**config.mk**
```make
export PLATFORM = sky130hd
export DESIGN_NAME = run_length_smoothing_line_core
export DESIGN_NICKNAME = d
export VERILOG_FILES = /design/src/rls_pkg.sv /design/src/run_length_smoothing_line_core.sv /design/src/rls_ctrl.sv /design/src/rls_datapath.sv
export SDC_FILE = /design/constraint.sdc
export NUM_CORES = 1
export LEC_CHECK = 0
export BUFFER_PORTS_ARGS = -buffer_cell sky130_fd_sc_hd__clkbuf_2
export CORE_MARGIN = 8
export CORE_UTILIZATION = 45
export DETAILED_ROUTE_END_ITERATION = 10
export PLACE_DENSITY = 0.62
export SETUP_SLACK_MARGIN = 0.5
export SYNTH_ARGS = -nofsm -noshare
export SYNTH_HDL_FRONTEND = slang
export SYNTH_SLANG_ARGS = --single-unit
```
**constraint.sdc**
```tcl
create_clock -name clock -period 7.2 [get_ports clock]
set_input_delay 1.44 -clock clock [delete_from_list [all_inputs] [get_ports clock]]
set_output_delay 1.44 -clock clock [all_outputs]
set_load 0.005 [all_outputs]
```
**src/rls_pkg.sv**
```systemverilog
// Shared types and constants for the run-length smoothing line block.
package rls_pkg;

   localparam int RUN_LIMIT_W = 6;
   localparam logic [RUN_LIMIT_W-1:0] RUN_LIMIT_RESET = 6'd8;

   // Commands from the controller to the datapath
   typedef struct packed {
      logic step;   // take one input beat this cycle
      logic pop;    // move the oldest queued pixel to the output register
   } rls_cmd_type;

   // Status from the datapath to the controller
   typedef struct packed {
      logic out_free;     // output register can take a beat this cycle
      logic line_last;    // the offered input beat closes its line
      logic flush_last;   // the next pop is the final pixel of the line
   } rls_status_type;

endpackage

```
**src/run_length_smoothing_line_core.sv**
```systemverilog
// Run-length smoothing of a binary pixel line: top level.
//
// Input channel (req_): one pixel per beat, 1 black, 0 white, with
// req_line_end_in on the last pixel of a line or column.
// Result channel (rsp_): smoothed pixels in line order, rsp_line_end_out on
// the last pixel of each line. A white pixel goes black when its white run
// is shorter than c; runs open at either line end stay white.
// Configuration: csr_write_data is the run limit c, taken at the first pixel
// of each line and clipped to MAX_RUN. Write it only while the block is idle.
// Rate: one pixel a cycle inside a line while rsp_ is not stalled. A result
// leaves c pixels after its input, via one output register: rsp_valid rises
// in the cycle after acceptance. The last pixel of a line stops input while
// the queue drains one pixel a cycle unless rsp_ stalls; that drain sets the
// line cost. A line longer than MAX_LINE is cut after MAX_LINE pixels.
// Reset (synchronous, active high) empties the queue, clears the output and
// sets c to 8. A stall on rsp_ holds the output beat and, through req_stall,
// holds the input side in the same cycle.
module run_length_smoothing_line_core #(
   parameter int MAX_RUN  = 63,
   parameter int MAX_LINE = 4096
) (
   input  logic                            clock,
   input  logic                            reset,
   input  logic                            csr_write_enable,
   input  logic [rls_pkg::RUN_LIMIT_W-1:0] csr_write_data,
   input  logic                            req_valid,
   output logic                            req_stall,
   input  logic                            req_pixel_in,
   input  logic                            req_line_end_in,
   output logic                            rsp_valid,
   input  logic                            rsp_stall,
   output logic                            rsp_pixel_out,
   output logic                            rsp_line_end_out
);
   import rls_pkg::*;

   rls_cmd_type    cmd;
   rls_status_type status;

   rls_ctrl u_ctrl (
      .clock     (clock),
      .reset     (reset),
      .req_valid (req_valid),
      .req_stall (req_stall),
      .status    (status),
      .cmd       (cmd)
   );

   rls_datapath #(
      .MAX_RUN  (MAX_RUN),
      .MAX_LINE (MAX_LINE)
   ) u_datapath (
      .clock            (clock),
      .reset            (reset),
      .csr_write_enable (csr_write_enable),
      .csr_write_data   (csr_write_data),
      .req_pixel_in     (req_pixel_in),
      .req_line_end_in  (req_line_end_in),
      .cmd              (cmd),
      .status           (status),
      .rsp_stall        (rsp_stall),
      .rsp_valid        (rsp_valid),
      .rsp_pixel_out    (rsp_pixel_out),
      .rsp_line_end_out (rsp_line_end_out)
   );

endmodule

```
**src/rls_ctrl.sv**
```systemverilog
// Controller: accepts pixels while streaming, drains the queue after a line end.
module rls_ctrl (
   input  logic                   clock,
   input  logic                   reset,
   input  logic                   req_valid,
   output logic                   req_stall,
   input  rls_pkg::rls_status_type status,
   output rls_pkg::rls_cmd_type    cmd
);
   import rls_pkg::*;

   localparam logic ST_STREAM = 1'b0;
   localparam logic ST_FLUSH  = 1'b1;

   logic state_ff;
   logic state_in;

   always_comb begin
      state_in  = state_ff;
      cmd       = '0;
      req_stall = 1'b1;
      unique case (state_ff)
         ST_STREAM: begin
            req_stall = !status.out_free;
            cmd.step  = req_valid && status.out_free;
            if (cmd.step && status.line_last) begin
               state_in = ST_FLUSH;
            end
         end
         ST_FLUSH: begin
            cmd.pop = status.out_free;
            if (cmd.pop && status.flush_last) begin
               state_in = ST_STREAM;
            end
         end
         default: state_in = ST_STREAM;
      endcase
   end

   always_ff @(posedge clock) begin
      if (reset) begin
         state_ff <= ST_STREAM;
      end else begin
         state_ff <= state_in;
      end
   end

endmodule

```
**src/rls_datapath.sv**
```systemverilog
// Datapath: run tracking, pixel queue with run fill, line counters and output register.
module rls_datapath #(
   parameter int MAX_RUN  = 63,
   parameter int MAX_LINE = 4096
) (
   input  logic                              clock,
   input  logic                              reset,
   input  logic                              csr_write_enable,
   input  logic [rls_pkg::RUN_LIMIT_W-1:0]   csr_write_data,
   input  logic                              req_pixel_in,
   input  logic                              req_line_end_in,
   input  rls_pkg::rls_cmd_type              cmd,
   output rls_pkg::rls_status_type           status,
   input  logic                              rsp_stall,
   output logic                              rsp_valid,
   output logic                              rsp_pixel_out,
   output logic                              rsp_line_end_out
);
   import rls_pkg::*;

   localparam int DEPTH = MAX_RUN + 1;
   localparam int CW    = (DEPTH > 1) ? $clog2(DEPTH) : 1;
   localparam int LPW   = (MAX_LINE > 1) ? $clog2(MAX_LINE) : 1;
   localparam logic [CW-1:0]  C_MAX    = CW'(MAX_RUN);
   localparam logic [LPW-1:0] POS_LAST = LPW'(MAX_LINE - 1);

   logic [RUN_LIMIT_W-1:0] run_limit_ff;
   logic [CW-1:0]          line_c_ff, line_c_in;
   logic [LPW-1:0]         line_pos_ff, line_pos_in;
   logic [CW-1:0]          occ_ff, occ_in;
   logic [CW-1:0]          run_len_ff, run_len_in;
   logic                   at_start_ff, at_start_in;
   logic [DEPTH-1:0]       queue_ff, queue_in, moved;
   logic                   out_valid_ff, out_valid_in;
   logic                   out_pixel_ff, out_pixel_in;
   logic                   out_line_end_ff, out_line_end_in;

   logic [CW-1:0] c_sat;
   logic [CW-1:0] c_eff;
   logic [CW-1:0] top;
   logic          line_first;
   logic          last;
   logic          occ_full;
   logic          emit;
   logic          shift;
   logic          store;
   logic          blacken;
   logic          emit_pixel;
   logic          out_free;

   assign c_sat      = (run_limit_ff > RUN_LIMIT_W'(MAX_RUN)) ? C_MAX : CW'(run_limit_ff);
   assign line_first = (line_pos_ff == '0);
   // c is taken at the first pixel of a line and held to its end
   assign c_eff      = line_first ? c_sat : line_c_ff;
   assign last       = req_line_end_in || (line_pos_ff == POS_LAST);
   assign occ_full   = (occ_ff == c_eff);
   assign emit       = !last && occ_full;
   assign shift      = emit && (c_eff != '0);
   assign store      = !(emit && (c_eff == '0));
   assign top        = shift ? (c_eff - CW'(1)) : occ_ff;
   // a black pixel closes a white run; fill it if it is short and not open at the line start
   assign blacken    = req_pixel_in && !at_start_ff && (run_len_ff != '0)
                       && (run_len_ff < c_eff);
   assign emit_pixel = (c_eff == '0) ? req_pixel_in : queue_ff[0];
   assign out_free   = !out_valid_ff || !rsp_stall;

   assign status.out_free   = out_free;
   assign status.line_last  = last;
   assign status.flush_last = (occ_ff == '0);

   assign rsp_valid        = out_valid_ff;
   assign rsp_pixel_out    = out_pixel_ff;
   assign rsp_line_end_out = out_line_end_ff;

   // pixel queue: oldest at bit 0, new pixel lands at top, short runs below top go black
   always_comb begin
      moved = queue_ff;
      if ((cmd.step && shift) || cmd.pop) begin
         moved = queue_ff >> 1;
      end
      queue_in = moved;
      if (cmd.step) begin
         for (int i = 0; i < DEPTH; i++) begin
            if (store && (CW'(i) == top)) begin
               queue_in[i] = req_pixel_in;
            end else if (blacken && (CW'(i) < top)
                         && (((CW+1)'(i) + (CW+1)'(run_len_ff)) >= (CW+1)'(top))) begin
               queue_in[i] = 1'b1;
            end
         end
      end
   end

   always_comb begin
      occ_in      = occ_ff;
      line_pos_in = line_pos_ff;
      line_c_in   = line_c_ff;
      run_len_in  = run_len_ff;
      at_start_in = at_start_ff;
      if (cmd.step) begin
         line_c_in = c_eff;
         if (last) begin
            // occ now indexes the last queued pixel; flush counts it down
            line_pos_in = '0;
            run_len_in  = '0;
            at_start_in = 1'b1;
         end else begin
            line_pos_in = line_pos_ff + LPW'(1);
            if (!occ_full) begin
               occ_in = occ_ff + CW'(1);
            end
            if (req_pixel_in) begin
               run_len_in  = '0;
               at_start_in = 1'b0;
            end else if (run_len_ff != C_MAX) begin
               run_len_in = run_len_ff + CW'(1);
            end
         end
      end else if (cmd.pop && (occ_ff != '0)) begin
         occ_in = occ_ff - CW'(1);
      end
   end

   always_comb begin
      out_valid_in    = out_valid_ff && rsp_stall;
      out_pixel_in    = out_pixel_ff;
      out_line_end_in = out_line_end_ff;
      if (cmd.step && emit) begin
         out_valid_in    = 1'b1;
         out_pixel_in    = emit_pixel;
         out_line_end_in = 1'b0;
      end else if (cmd.pop) begin
         out_valid_in    = 1'b1;
         out_pixel_in    = queue_ff[0];
         out_line_end_in = (occ_ff == '0);
      end
   end

   always_ff @(posedge clock) begin
      if (reset) begin
         run_limit_ff <= RUN_LIMIT_RESET;
         line_c_ff    <= '0;
         line_pos_ff  <= '0;
         occ_ff       <= '0;
         run_len_ff   <= '0;
         at_start_ff  <= 1'b1;
         out_valid_ff <= 1'b0;
      end else begin
         if (csr_write_enable) begin
            run_limit_ff <= csr_write_data;
         end
         line_c_ff    <= line_c_in;
         line_pos_ff  <= line_pos_in;
         occ_ff       <= occ_in;
         run_len_ff   <= run_len_in;
         at_start_ff  <= at_start_in;
         out_valid_ff <= out_valid_in;
      end
   end

   always_ff @(posedge clock) begin
      queue_ff        <= queue_in;
      out_pixel_ff    <= out_pixel_in;
      out_line_end_ff <= out_line_end_in;
   end

endmodule

```
==> results.yml <==
critical_path:
  worstSetupPathType: "reg2reg"
  path_max_fanout: 16
  worstPathRequired_ns: 7.46
  arrival_ns: 6.14
  start_kind: "flip-flop"
  crit_path_end_kind: "flip-flop"
detailed_routing:
  first_iter_violations: 1454
  via_per_inst: 6.62
  drt-total-wl_um: 44900
  postRouteAntennaNets: 0
  wl_per_cell_um: 25.1
  drtPass1Iterations: 5
  routed.top_layer: "met4"
  wl_met3_um: 4290
  wl_met2_um: 19300
  wirelength_met1_um: 17500
  drc: 0
  num_vias: 11861
placement:
  dpl_cell_area_um2: 11700
  gp_congestion: 1.06
  dp_hpwl_um: 32800
  portBuffers: 16
sta:
  setup_violations: 0
  period_needed_ns: 5.87
  skew_ns: 0.0100
  rsz0062_at_grt: "false"
  min_period_over_period: 0.816
  worst_pin_slew_ns: 1.12
  slew_violations: 0
  tns_ns: 0
  relSlewSlack: 0.235
  max_freq_mhz: 170
  finalHoldViolations: 0
die:
  die_w_um: 175
  dieArea_um2: 30500
  start_util: 0.454
  die_h_um: 175
  core_area_um2: 25000
  rows: 58
  ioPinCount: 17
synth:
  ys_ff_latch: 105
  ys_seq_area_frac: 0.186
  syn_area_um2: 11300
  synth-async-reset-ratio: 0
  synth_nets: 1628
  ys_warn_count: 0
  synth_cell_types: 99
  postSynthCellCount: 1478
  ys.flop_type: "dfxtp_1"
  synth_edf_count: 1
  synth.avg_cell_area_um2: 7.66
global_route:
  overflow: 0
  grt_max_degree: 60
  antenna_found_initial: 0
  grt_pass1_wl_um: 68800
  grt_pass1_vias: 11604
  track_usage: 0.289
layout:
  final_cell_mix: "149 x nand2_1, 149 x nor2_1, 135 x ha_1"
  fill_cells: 2521
  design_area_um2: 12000
  num-nets-final: 1606
  diodes: 0
  area_delta_synth_final_pct: 6.04
  drive_above_1_share: 0.0938
clock_network:
  clk_latency_ns: 0.38
  clock_sinks: 105
  cts-resized-gates: 0
  cts_setup_buffers: 0
  clockBufferDepth: 2
  cts_root_buffer: "clkbuf_16"
  htree_levels: 3
  cts_made_buffers: 9
  clk_pin_slew_ns: 0.09
  holdBufCountCts: 0
  cts_tree: "built"
pwr:
  finalPower_w: 0.00397
  power_density_nw_per_um2: 331
  peakVddDrop_v: 0.000150
  power.leakage_nw: 5.18
min_path:
  holdCritPathClass: "reg2reg"
run_status:
  outcome: "complete, no violations"
job:
  drv_cap: 0
synth_stat cells (8+ instances only):
cell       count  area, µm²
nand2_1      149        559
nor2_1       149        559
ha_1         135       1690
a21oi_1      111        556
dfxtp_1      104       2080
inv_1         79        297
xnor2_1       64        561
mux2i_1       50        500
o21ai_0       48        240
clkbuf_1      44        165
nand3_1       40        200
a31oi_1       37        231
nor3_1        36        180
a21o_1        31        233
a211oi_1      22        165
o22ai_1       20        125
a211o_1       17        149
a221oi_1      15        131
xor2_1        15        131
buf_1         13       48.8
nand4_1       13       81.3
a2111oi_0     12        105
and2_1        11       68.8
buf_2         11       55.1
mux2_2        11        124
nand2b_1      11       68.8
o21ai_1       11       55.1
nor2b_1       10       62.6
o211ai_1      10       75.1
a221o_1        9       90.1
a32oi_1        8       70.1
maj3_1         8       80.1
or2_2          8       50.1
stage by stage:
stage | hold WS, ns | std cells | utilization | worst slack [ns]
floorplan | 0.427 | 1478 | - | 2.16
global placement | 0.453 | 1775 | 0.469 | 1.55
detailed placement | 0.463 | 1775 | 0.469 | 1.45
CTS | 0.475 | 1791 | 0.481 | 1.41
global route | 0.513 | 1791 | 0.481 | 1.02
finish | 0.476 | 1791 | 0.481 | 1.33
worst max-delay path, cell delays in order, from the launching register on:
cell	delay (ns)
dfxtp_1	0.35
inv_1	0.08
ha_1	0.17
nor4b_4	0.33
nand3_1	0.12
buf_4	0.22
mux2_2	0.30
inv_1	0.11
ha_1	0.21
nand3b_1	0.08
mux2_2	0.20
and2_1	0.38
a21oi_4	0.15
nor2_4	0.38
inv_4	0.21
ha_1	0.34
a21o_1	0.21
a21o_1	0.22
a21oi_1	0.30
nor2_1	0.09
nor2_1	0.10
a21oi_1	0.08
a2111oi_0	0.70
o22ai_1	0.14
mux2_2	0.29
routing by layer:
metal  GRT usage  vias to the layer above
met2       0.449                      664
met1       0.343                     5603
li1            -                     5381
met3      0.0701                      213
met5           0                        -
met4       0.206                        0
report_power, final:
group	internal, W	switching, W	leakage [nW]
registers	0.000757	0.000154	0.866
logic	0.000887	0.00165	4.17
clock network	0.000246	0.000275	0.146
total	0.00189	0.00208	5.18
worst paths after layout:
path,end,slack [ns],cells after the start,start
worst max-delay path,u_datapath.queue_ff[55]$_DFF_P_,1.33,24,u_datapath.line_pos_ff[0]$_SDFFE_PP0P_
worst min-delay path,u_datapath.queue_ff[63]$_DFF_P_,0.48,2,u_datapath.queue_ff[63]$_DFF_P_
worst max register to register,u_datapath.queue_ff[55]$_DFF_P_,1.33,24,u_datapath.line_pos_ff[0]$_SDFFE_PP0P_
worst min register to register,u_datapath.queue_ff[63]$_DFF_P_,0.48,2,u_datapath.queue_ff[63]$_DFF_P_
layout make-up:
class	count	area, µm²	share of cell area
Multi-Input combinational cell	1208	8550	0.712
Sequential cell	105	2110	0.176
Tap cell	330	413	0.0344
Inverter	89	342	0.0284
Timing Repair Buffer	43	295	0.0246
Clock buffer	9	225	0.0188
Clock inverter	7	71.3	0.00594
state kept, by name, indices dropped and copies added (netlist names):
name,flops
u_datapath.run_limit_ff,6
u_datapath.queue_ff,64
u_datapath.at_start_ff,1
u_ctrl.state_ff,1
u_datapath.occ_ff,6
u_datapath.line_c_ff,6
u_datapath.rsp_line_end_out,1
u_datapath.run_len_ff,6
u_datapath.rsp_valid,1
u_datapath.line_pos_ff,12
u_datapath.rsp_pixel_out,1
logic make-up after synthesis:
logic type / after synthesis / share of synthesized area
adder cells (fa/ha/maj): 150 / 0.165
multiplexers: 64 / 0.0597
flip-flops: 105 / 0.186
XOR/XNOR: 79 / 0.0611
AND/OR/NAND/NOR: 480 / 0.203
buffers and inverters: 165 / 0.0605
AO/OA/AOI/OAI: 435 / 0.264
Power figures use the tool's default switching activity.
